<file path="src/hw/rtl/frwl_pkg.sv">
// ----------------------------------------------------------------------------
// Reader-writer lock package
// Shared constants and status codes of the fair reader-writer lock.
// ----------------------------------------------------------------------------
package frwl_pkg;

  localparam int unsigned MaxReaders = 8;
  localparam int unsigned WaitDepth  = 8;
  localparam int unsigned IdBits     = 8;
  localparam int unsigned MaxResults = 9;

  localparam logic [1:0] OpAcquire = 2'd0;
  localparam logic [1:0] OpTry     = 2'd1;
  localparam logic [1:0] OpRelease = 2'd2;
  localparam logic [1:0] OpClose   = 2'd3;

  localparam logic [2:0] StGranted  = 3'd0;
  localparam logic [2:0] StQueued   = 3'd1;
  localparam logic [2:0] StBusy     = 3'd2;
  localparam logic [2:0] StDeadlock = 3'd3;
  localparam logic [2:0] StNotHeld  = 3'd4;
  localparam logic [2:0] StReleased = 3'd5;
  localparam logic [2:0] StFull     = 3'd6;

endpackage

</file>
<file path="src/hw/rtl/fifo_reader_writer_lock.sv">
// ----------------------------------------------------------------------------
// Fair reader-writer lock
// Grants shared and exclusive locks in ticket order with a waiter memory.
// ----------------------------------------------------------------------------
// One request is handled at a time. A request that gives a single result
// offers its beat from S_OUT after S_EXEC. A release or close that frees a
// lock first reads the head of the waiter memory through a registered read
// port, so its released beat is offered after the states S_RDQ and S_GRANT.
// Each granted waiter then passes through S_RDQ and S_GRANT again, unless
// the grant is known to be the last because it is a writer, empties the
// queue or reaches the grant limit. Result-side stalls delay these beats.
// The reader table is a register file searched combinationally. A new request
// is accepted in the cycle after the previous request's last beat is taken.
module fifo_reader_writer_lock #(
  parameter int unsigned MAX_READERS = frwl_pkg::MaxReaders,
  parameter int unsigned WAIT_DEPTH  = frwl_pkg::WaitDepth
) (
  input  logic        clk_i,
  input  logic        rst_ni,
  input  logic        s_axis_tvalid_i,
  output logic        s_axis_tready_o,
  // Fields from bit 0: opcode[1:0], requester[9:2], want_write[10], zeros.
  input  logic [15:0] s_axis_tdata_i,
  output logic        m_axis_tvalid_o,
  input  logic        m_axis_tready_i,
  // Fields from bit 0: subject[7:0], status[10:8], as_writer[11], zeros.
  output logic [15:0] m_axis_tdata_o,
  output logic        m_axis_tlast_o
);

  localparam int unsigned ID_BITS = frwl_pkg::IdBits;
  localparam int unsigned RdW  = (MAX_READERS > 1) ? $clog2(MAX_READERS) : 1;
  localparam int unsigned QW   = (WAIT_DEPTH > 1) ? $clog2(WAIT_DEPTH) : 1;
  localparam int unsigned RcW  = $clog2(MAX_READERS + 1);
  localparam int unsigned QfW  = $clog2(WAIT_DEPTH + 1);
  localparam int unsigned GntW = $clog2(frwl_pkg::MaxResults);

  typedef enum logic [2:0] {
    S_IDLE, S_EXEC, S_OUT, S_RDQ, S_GRANT, S_GOUT
  } state_e;

  state_e state_q;

  logic [1:0]         op_q;
  logic [ID_BITS-1:0] id_q;
  logic               w_q;

  logic               writer_held_q;
  logic [ID_BITS-1:0] writer_owner_q;
  logic [RcW-1:0]     reader_count_q;
  logic [ID_BITS-1:0] rd_owner_q [MAX_READERS];
  logic [MAX_READERS-1:0] rd_valid_q;

  logic [ID_BITS:0]   wq_mem [WAIT_DEPTH];
  logic [ID_BITS:0]   wq_rdata_q;
  logic [QW-1:0]      head_q, tail_q;
  logic [QfW-1:0]     fill_q;
  logic [GntW-1:0]    gcnt_q;

  logic [7:0] out_subj_q;
  logic [2:0] out_st_q;
  logic       out_w_q;
  logic       out_last_q;
  logic       out_valid_q;

  // Reader table search.
  logic             free_found, own_found;
  logic [RdW-1:0]   free_idx, own_idx;

  always_comb begin
    free_found = 1'b0;
    own_found  = 1'b0;
    free_idx   = '0;
    own_idx    = '0;
    for (int i = MAX_READERS - 1; i >= 0; i--) begin
      if (!rd_valid_q[i]) begin
        free_found = 1'b1;
        free_idx   = RdW'(i);
      end
      if (rd_valid_q[i] && rd_owner_q[i] == id_q) begin
        own_found = 1'b1;
        own_idx   = RdW'(i);
      end
    end
  end

  logic             gw;
  logic [ID_BITS-1:0] gid;
  logic             can_now, can_head, more;

  assign gw  = wq_rdata_q[ID_BITS];
  assign gid = wq_rdata_q[ID_BITS-1:0];

  always_comb begin
    can_now = !writer_held_q && (w_q ? (reader_count_q == '0) : free_found);
    can_head = !writer_held_q && (gw ? (reader_count_q == '0) : free_found);
  end

  assign more = (fill_q != '0) && (gcnt_q != GntW'(frwl_pkg::MaxResults - 1));

  assign s_axis_tready_o = (state_q == S_IDLE);
  assign m_axis_tvalid_o = out_valid_q;
  assign m_axis_tdata_o  = {4'd0, out_w_q, out_st_q, out_subj_q};
  assign m_axis_tlast_o  = out_last_q;

  always_ff @(posedge clk_i) begin
    if (state_q == S_EXEC && op_q == frwl_pkg::OpAcquire &&
        !((writer_held_q && writer_owner_q == id_q) || (w_q && own_found)) &&
        !(fill_q == '0 && can_now) && fill_q != QfW'(WAIT_DEPTH)) begin
      wq_mem[tail_q] <= {w_q, id_q};
    end
    wq_rdata_q <= wq_mem[head_q];
    if (state_q == S_EXEC) begin
      if ((op_q == frwl_pkg::OpAcquire || op_q == frwl_pkg::OpTry) && !w_q &&
          fill_q == '0 && can_now &&
          !(op_q == frwl_pkg::OpAcquire && writer_held_q && writer_owner_q == id_q)) begin
        rd_owner_q[free_idx] <= id_q;
      end
    end
    if (state_q == S_GRANT && can_head && !gw) begin
      rd_owner_q[free_idx] <= gid;
    end
  end

  always_ff @(posedge clk_i or negedge rst_ni) begin
    if (!rst_ni) begin
      state_q        <= S_IDLE;
      op_q           <= '0;
      id_q           <= '0;
      w_q            <= 1'b0;
      writer_held_q  <= 1'b0;
      writer_owner_q <= '0;
      reader_count_q <= '0;
      rd_valid_q     <= '0;
      head_q         <= '0;
      tail_q         <= '0;
      fill_q         <= '0;
      gcnt_q         <= '0;
      out_subj_q     <= '0;
      out_st_q       <= '0;
      out_w_q        <= 1'b0;
      out_last_q     <= 1'b0;
      out_valid_q    <= 1'b0;
    end else begin
      case (state_q)
        S_IDLE: begin
          if (s_axis_tvalid_i) begin
            op_q    <= s_axis_tdata_i[1:0];
            id_q    <= s_axis_tdata_i[2 +: ID_BITS];
            w_q     <= s_axis_tdata_i[10];
            state_q <= S_EXEC;
          end
        end
        S_EXEC: begin
          out_subj_q  <= 8'(id_q);
          out_w_q     <= w_q;
          out_valid_q <= 1'b1;
          out_last_q  <= 1'b1;
          gcnt_q      <= '0;
          state_q     <= S_OUT;
          case (op_q)
            frwl_pkg::OpAcquire, frwl_pkg::OpTry: begin
              if (op_q == frwl_pkg::OpAcquire &&
                  ((writer_held_q && writer_owner_q == id_q) || (w_q && own_found))) begin
                out_st_q <= frwl_pkg::StDeadlock;
              end else if (fill_q == '0 && can_now) begin
                out_st_q <= frwl_pkg::StGranted;
                if (w_q) begin
                  writer_held_q  <= 1'b1;
                  writer_owner_q <= id_q;
                end else begin
                  rd_valid_q[free_idx] <= 1'b1;
                  reader_count_q       <= reader_count_q + 1'b1;
                end
              end else if (op_q == frwl_pkg::OpTry) begin
                out_st_q <= frwl_pkg::StBusy;
              end else if (fill_q == QfW'(WAIT_DEPTH)) begin
                out_st_q <= frwl_pkg::StFull;
              end else begin
                out_st_q <= frwl_pkg::StQueued;
                tail_q   <= (tail_q == QW'(WAIT_DEPTH - 1)) ? '0 : tail_q + 1'b1;
                fill_q   <= fill_q + 1'b1;
              end
            end
            default: begin
              if (w_q ? (writer_held_q && writer_owner_q == id_q) : own_found) begin
                out_st_q <= frwl_pkg::StReleased;
                if (w_q) begin
                  writer_held_q  <= 1'b0;
                  writer_owner_q <= '0;
                end else begin
                  rd_valid_q[own_idx] <= 1'b0;
                  reader_count_q      <= reader_count_q - 1'b1;
                end
                out_last_q <= 1'b0;
                out_valid_q <= 1'b0;
                state_q     <= S_RDQ;
              end else begin
                out_st_q <= (op_q == frwl_pkg::OpRelease) ? frwl_pkg::StNotHeld
                                                          : frwl_pkg::StReleased;
              end
            end
          endcase
        end
        S_RDQ: begin
          // Head entry is read this cycle; decide once it is registered.
          state_q <= S_GRANT;
        end
        S_GRANT: begin
          if (more && can_head) begin
            out_valid_q <= 1'b1;
            out_last_q  <= 1'b0;
            state_q     <= S_GOUT;
          end else begin
            out_valid_q <= 1'b1;
            out_last_q  <= 1'b1;
            state_q     <= S_OUT;
          end
        end
        S_GOUT: begin
          if (m_axis_tready_i) begin
            // Previous beat delivered; current head is granted.
            out_subj_q <= 8'(gid);
            out_st_q   <= frwl_pkg::StGranted;
            out_w_q    <= gw;
            if (gw) begin
              writer_held_q  <= 1'b1;
              writer_owner_q <= gid;
            end else begin
              rd_valid_q[free_idx] <= 1'b1;
              reader_count_q       <= reader_count_q + 1'b1;
            end
            head_q <= (head_q == QW'(WAIT_DEPTH - 1)) ? '0 : head_q + 1'b1;
            fill_q <= fill_q - 1'b1;
            gcnt_q <= gcnt_q + 1'b1;
            if (gw || (fill_q == QfW'(1)) ||
                (gcnt_q == GntW'(frwl_pkg::MaxResults - 2))) begin
              out_last_q  <= 1'b1;
              out_valid_q <= 1'b1;
              state_q     <= S_OUT;
            end else begin
              // The next head decides whether this grant is the last beat.
              out_last_q  <= 1'b0;
              out_valid_q <= 1'b0;
              state_q     <= S_RDQ;
            end
          end
        end
        S_OUT: begin
          if (m_axis_tready_i) begin
            out_valid_q <= 1'b0;
            state_q     <= S_IDLE;
          end
        end
        default: state_q <= S_IDLE;
      endcase
    end
  end

endmodule

</file>
<file path="config.mk">
export PLATFORM = sky130hd
export DESIGN_NAME = fifo_reader_writer_lock
export DESIGN_NICKNAME = d
export VERILOG_FILES = /design/src/hw/rtl/frwl_pkg.sv /design/src/hw/rtl/fifo_reader_writer_lock.sv
export SDC_FILE = /design/constraint.sdc
export NUM_CORES = 1
export LEC_CHECK = 0
export BUFFER_PORTS_ARGS = -buffer_cell sky130_fd_sc_hd__clkbuf_2
export CAP_MARGIN = 20
export CORE_ASPECT_RATIO = 1.5
export CORE_MARGIN = 8
export CORE_UTILIZATION = 50
export CTS_CLUSTER_DIAMETER = 200
export DETAILED_ROUTE_END_ITERATION = 16
export PLACE_DENSITY = 0.67
export REMOVE_ABC_BUFFERS = 1
export SLEW_MARGIN = 20
export SYNTH_ARGS = -nofsm -noshare
export SYNTH_HDL_FRONTEND = slang
export SYNTH_SLANG_ARGS = --single-unit
</file>
<file path="constraint.sdc">
create_clock -name clk_i -period 4.4 [get_ports clk_i]
set_clock_uncertainty 0.15 [all_clocks]
set_input_delay 0.44 -clock clk_i [delete_from_list [all_inputs] [get_ports clk_i]]
set_output_delay 0.44 -clock clk_i [all_outputs]
set_load 0.05 [all_outputs]
</file>
==> metrics.csv <==
metric,value,unit
ctsRootBufferMaster,clkbuf_16,
crit_start,id_q[2],
ctsLongestPathBuffers,3,
cts_max_level,1,
final.min_clock_period,3.79,ns
clock_sinks,208,
rsz0062_at_grt,false,
synth_top_area_share,0.430,
core_area,18600,µm²
initial_core_util,0.510,
power.leakage,3.79,nW
cts_buffers,21,
post-place-ws,0.555,ns
first_iter_violations,421,
end_kind,register,
grt_pass1_wl,32500,µm
post-cts-setup-buffers,0,
timing.rr.end,wq_mem[6][1],
cp.required,4.39,ns
grt_overflow,0,
reg2reg_from,id_q[2],
path_buf_inv,1,
synth_xor_area_frac,0.0738,
seq_area_frac_synth,0.615,
r2r_cells,8,
ir_worst_vdd,0.000353,V
port_buffers,29,
dieHeight,185,µm
p_per_area,696,nW/µm²
first_pass_iters,5,
ys.flop_type,edfxtp_1,
viasPerCell,5.75,
synth_area,9500,µm²
finalHoldViolCount,0,
grt_usage,0.177,
synth-compound-area-share,0.0710,
slew_violations,0,
synth_common_cells,"136 x edfxtp_1, 76 x xnor2_1, 63 x dfrtp_1, 49 x nand2_1, 37 x mux2_2",
outcome,completed,
vias,5672,
fin_tns_setup,0,ns
cts_tree,done,
synth_simple_gate_area_frac,0.0904,
syn_area_per_cell,13.8,µm²
critPathKind,register to register,
synthAdderAreaFrac,0.0171,
fin_nets,753,
grt_pass1_vias,5981,
slowest_stage,dfrtp_1,
row_count,61,
r2r_slack,0.61,ns
endpoint,wq_mem[6][1],
ant_nets,0,
fin_crit_sh,0.861,
cts.repair.resized,0,
synth.area.mux_share,0.101,
grt_max_degree,54,
drc,0,
yosysTopAreaCell,edfxtp_1,
die-area,23800,µm²
clk_latency,0.49,ns
clkTransAtPathRegs,0.07,ns
drive_above_1_share,0.200,
synthArstFlopShare,0.303,
synth_cell_type_count,69,
netlist_instances,687,
dp_hpwl,14300,µm
path_cells,xnor2_1 -> nand4_1 -> nor3_1 -> nor4_2 -> a21oi_1 -> nor4b_2 -> buf_4 -> and4b_1,
gp_congestion,0.885,
worstPathMaxFanout,21,
antenna_found_initial,0,
synth_top_family_by_area,multiplexers,
hp-class,input port to register,
area_delta_synth_final,11.6,%
synth_edf_count,136,
crit_family,simple AND/OR/NAND/NOR gates,
io_pins,39,
start_kind,register,
crit_cells,8,
arrival,3.78,ns
crit_path_max_incr_delay,1.03,ns
setup_slack,0.613,ns
synth-seq-cells,208,
die_w,129,µm
max_freq,264,MHz
maxCapViolCount,0,
num_antenna_cells,0,
tightest_slew,1.04,ns
synthTopCellsByArea,"edfxtp_1 43%, dfrtp_1 17%, xnor2_1 7.0%",
finalSetupViolCount,0,
wire_per_inst,20.6,µm
finalCoreUtilization,0.569,
synth.most_common_cell,edfxtp_1,
yosysWarningCount,0,
totalWireLength,20400,µm
maxSlewHeadroom,0.308,
[registers in the layout, summed over array words and instances, names as in the netlist, 3 cells and up]
register        count
fill_q              4
gcnt_q              4
head_q              3
id_q                8
out_st_q            3
out_subj_q          8
rd_owner_q         64
rd_valid_q          8
reader_count_q      4
state_q             3
tail_q              3
wq_mem             72
wq_rdata_q          9
writer_owner_q      8
[layout by cell type (no fill, tap or decap), types with 4 or more instances in the layout]
master,synthesis,layout
conb_1,1,4
o22ai_1,5,5
a21oi_1,12,12
nand2_1,49,49
dfxtp_1,9,9
nor3_1,16,16
xor2_1,4,4
nand4_1,10,10
a31oi_1,6,6
clkbuf_2,0,28
dfrtp_1,63,63
and2_1,4,4
xnor2_1,76,76
nand3_1,19,19
edfxtp_1,136,136
buf_4,5,14
o21ai_0,35,34
nand2b_1,4,4
mux4_2,18,18
clkbuf_16,0,23
mux2i_1,10,10
o31ai_1,5,5
ha_1,13,13
mux2_2,37,37
inv_1,15,15
nor2_1,27,26
nor2b_1,5,5
a22o_1,8,8
[logic make-up after synthesis]
group                      after synthesis
buffers and inverters                   56
muxes                                   68
and+or+nand+nor                        161
DFF                                    208
AOI/OAI and AO/OA                      100
xor gates and xnor gates                80
other                                    1
adders and majority gates               13
[through the flow]
| stage | power, W | std cells | cell area (µm²) | hold slack [ns] |
|---|---|---|---|---|
| 5_1_grt | 0.00778 | 987 | 10600 | 0.0148 |
| 3_5_place_dp | 0.00557 | 946 | 9840 | 0.196 |
| 4_1_cts | 0.00745 | 987 | 10600 | 0.00777 |
| 2_1_floorplan | 0.00474 | 651 | 9270 | -0.00559 |
| 6_report | 0.00738 | 987 | 10600 | 0.0286 |
| 3_3_place_gp | 0.00548 | 946 | 9840 | 0.187 |
[what timing repair did]
action / CTS / global route
setup endpoints to repair: 0 / 0
endpoints found under the hold margin: 12 / 0
hold buffers: 3 / 0
[power breakdown]
part	switching (W)	internal (W)	total, W
registers	0.000621	0.00261	0.00323
clock network	0.000725	0.00113	0.00185
logic	0.00130	0.000998	0.00230
[routing by layer]
metal	part of all wire	global-route usage
met5	0	0
met4	0.034	0.0727
met3	0.046	0.0248
met2	0.52	0.313
met1	0.40	0.213
[how the worst min path moves through the flow]
| stage | startpoint | to | cells after the start |
|---|---|---|---|
| finish | s_axis_tdata_i[5] | id_q[3] | 2 |
| global route | s_axis_tdata_i[5] | id_q[3] | 2 |
| CTS | s_axis_tdata_i[5] | id_q[3] | 2 |
| detailed placement | rst_ni | head_q[2] | 1 |
| global placement | rst_ni | head_q[0] | 1 |
| floorplan | rst_ni | fill_q[0] | 0 |
[layout make-up]
cell class	count	area [µm²]
clock buffer	30	633
tap	252	315
sequential	208	5840
inverter	17	63.8
clock inverter	8	98.8
fill	1544	8020
timing repair buffer	46	280
multi-input combinational	426	3370
Power figures use the tool's default switching activity.
